<file path="config.mk">
export PLATFORM = sky130hd
export DESIGN_NAME = apf_ram
export DESIGN_NICKNAME = d
export VERILOG_FILES = /design/src/hdl/apf_ram.sv
export SDC_FILE = /design/constraint.sdc
export NUM_CORES = 1
export LEC_CHECK = 0
export ABC_AREA = 1
export BUFFER_PORTS_ARGS = -buffer_cell sky130_fd_sc_hd__buf_2
export CORE_MARGIN = 2
export CORE_UTILIZATION = 57
export DETAILED_ROUTE_END_ITERATION = 8
export PLACE_DENSITY = 0.71
export RECOVER_POWER = 25
export SYNTH_ARGS = -nofsm -noshare
export SYNTH_HDL_FRONTEND = slang
export SYNTH_SLANG_ARGS = --single-unit
</file>
<file path="constraint.sdc">
create_clock -name i_clk -period 3.1 [get_ports i_clk]
set_clock_uncertainty 0.1 [all_clocks]
set_input_delay 0.62 -clock i_clk [delete_from_list [all_inputs] [get_ports i_clk]]
set_output_delay 0.62 -clock i_clk [all_outputs]
set_load 0.02 [all_outputs]
</file>
<file path="src/hdl/apf_ram.sv">
// Generic single-write, single-read RAM with registered read data.
// No dependencies.
module apf_ram #(
    parameter int WIDTH = 8,
    parameter int DEPTH = 64
) (
    input  logic                     i_clk,
    input  logic                     i_we,
    input  logic [$clog2(DEPTH)-1:0] i_waddr,
    input  logic [WIDTH-1:0]         i_wdata,
    input  logic [$clog2(DEPTH)-1:0] i_raddr,
    output logic [WIDTH-1:0]         o_rdata
);

    logic [WIDTH-1:0] r_mem [DEPTH];

    always_ff @(posedge i_clk) begin
        if (i_we) begin
            r_mem[i_waddr] <= i_wdata;
        end
        o_rdata <= r_mem[i_raddr];
    end

endmodule

</file>
==> qor.yml <==
outcome: "finished with violations"
grt_max_degree: 119
multi_input_area_um2: 4950
crit_type: "in -> reg"
leakage_nw: 8.59
hold_buffers: 0
antenna_found_initial: 2
violations: "max-capacitance violations, max-slew violations"
cts.sinks: 520
avgViaCountPerCell: 5.90
grt_pass1_wl_um: 76700
timing.critical_path.required_ps: 3200
final_max_slew_viol_count: 96
track_usage_pct: 26.3
syn-num-nets: 1827
numCtsBuffers: 51
num_io_pins: 30
core_region_area_um2: 36700
setup_tns_ps: 0
cp.arrival_ps: 2360
end_kind: "flop"
post_drt_wl_per_cell_um: 21.3
port_buffers: 29
start_kind: "primary input"
synth_top_area_share_pct: 72.0
dp_hpwl_um: 28000
maxCapViolations: 2
synth_area_per_cell_um2: 11.8
p_total_w: 0.0145
hp-class: "in -> reg"
post_cts_resized: 0
finalHoldViolCount: 0
synth_common_cells: "nand2_1 (648), edfxtp_1 (512), nand3_1 (439)"
whs_ps: 355
min_period_over_period_pct: 72.8
postCtsSetupBuffers: 0
fp.dieW_um: 197
finalNetCount: 1878
synth_edf_count: 512
crit_family: "buffers and inverters"
synth_area_um2: 21300
drtAntennaViolNets: 0
clk_pin_slew_worst_paths_ps: 60
cts_tree: "built"
firstDrtPassIters: 6
cts_htree_levels: 2
ir_drop_uv: 367
postSynthCellCount: 1805
path_max_fanout: 48
setup_violations: 0
power_per_cell_area_nw_per_um2: 616
fin_util_pct: 64.2
yosys.area.top_type: "edfxtp_1"
grt_pass1_vias: 13150
initial_utilization_pct: 58.1
yosysSeqAreaShare_pct: 72.8
ys_ff_latch: 520
synth_flop_cell: "edfxtp_1"
gp_congestion: 0.868
clockBufferDepth: 3
drt_iter0_markers: 1662
slowest_delay_ps: 1000
async_reset_ff_share_pct: 0
dieArea_um2: 39000
cts_root_buffer: "clkbuf_16"
rrSetupSlack_ps: 1530
slew-limit-headroom_pct: -12.3
die_h_um: 197
fillers: 2698
worst_pin_slew_ps: 1680
vias: 13918
ys_warn_count: 0
cp_slowest_cell: "clkbuf_2"
rsz0062_at_grt: "no"
yosysMostFrequentCell: "nand2_1"
ys_types: 16
crit_path_cell_trace: "clkbuf_1, clkbuf_2"
ys_top_cells_by_area: "edfxtp_1 (72%), nand2_1 (11%), nand3_1 (10%)"
drc: 0
fmax_mhz: 443
final.min_clock_period_ps: 2260
clkLatencyLatePin_ps: 570
regArea_um2: 15500
row_count: 70
routed_wl_um: 50300
overflow: 0
area_delta_synth_final_pct: 10.4
drive_above_1_share_pct: 9.21
path_buf_inv: 2
==> through the flow <==
step | instance area, µm² | instances | worst slack (ps)
2_1_floorplan | 21300 | 1805 | 614
5_1_grt | 23600 | 2358 | 728
6_report | 23600 | 2358 | 842
4_1_cts | 23600 | 2357 | 1170
3_3_place_gp | 22100 | 2271 | 592
3_5_place_dp | 22100 | 2271 | 579
==> layout by cell type (no fill, tap or decap) <==
cell type	netlist	final
nor4_1	8	8
buf_12	0	12
nor2_1	56	56
buf_2	37	25
buf_4	14	66
inv_6	1	1
dfxtp_1	8	8
clkbuf_2	0	5
diode_2	0	1
inv_4	0	1
bufinv_16	0	3
inv_1	10	9
clkbuf_1	15	14
nand2_1	648	648
clkbuf_16	0	53
clkinv_2	0	6
inv_2	1	1
clkinv_1	0	12
clkbuf_8	0	1
edfxtp_1	512	512
nand3_1	439	439
nand4_1	9	9
==> area by class of cell <==
cell class	instances	share of cell area (%)
inverter	12	0.223
antenna	1	0.0106
tap	468	2.48
sequential	520	65.9
timing repair buffer	111	3.85
clock buffer	65	5.82
clock inverter	21	0.701
multi-input combinational	1160	21.0
==> power by group <==
| part | switching (W) | internal [W] | total [W] |
|---|---|---|---|
| Sequential | 0.0000192 | 0.00779 | 0.00781 |
| Combinational | 0.000681 | 0.000233 | 0.000914 |
| Clock | 0.00245 | 0.00333 | 0.00579 |
| Total | 0.00315 | 0.0114 | 0.0145 |
==> sequential cells by signal (all words and copies together) (netlist names) <==
name     count
r_mem      512
o_rdata      8
==> layer usage <==
layer  GRT usage, %  part of all wire [%]  vias to the layer above
met2           42.4                    47                      708
met3           3.93                   9.5                      102
met5              0                 0.026                        -
met4           8.02                   2.5                        2
li1               -                     -                     6439
met1           37.5                    40                     6667
==> worst register-to-register path: stages (launching register included) <==
cell	delay, ps
edfxtp_1	360
nand2_1	70
nand3_1	80
nand3_1	140
nand2_1	70
nand2_1	60
nand3_1	230
nand3_1	220
nand2_1	110
==> kinds of logic after synthesis <==
group,synth area share [%]
buf+inv,4.02
flops,72.8
simple gates,23.2
==> path summary, 6_finish.rpt <==
kind | end | start | cells past startpoint
hold reg to reg | o_rdata[2] | r_mem[8][2] | 8
hold / removal | o_rdata[3] | i_raddr[5] | 3
setup reg to reg | o_rdata[7] | r_mem[55][7] | 8
setup / recovery | r_mem[53][7] | i_wdata[7] | 2
No activity file was read; power rests on OpenSTA's default activity.
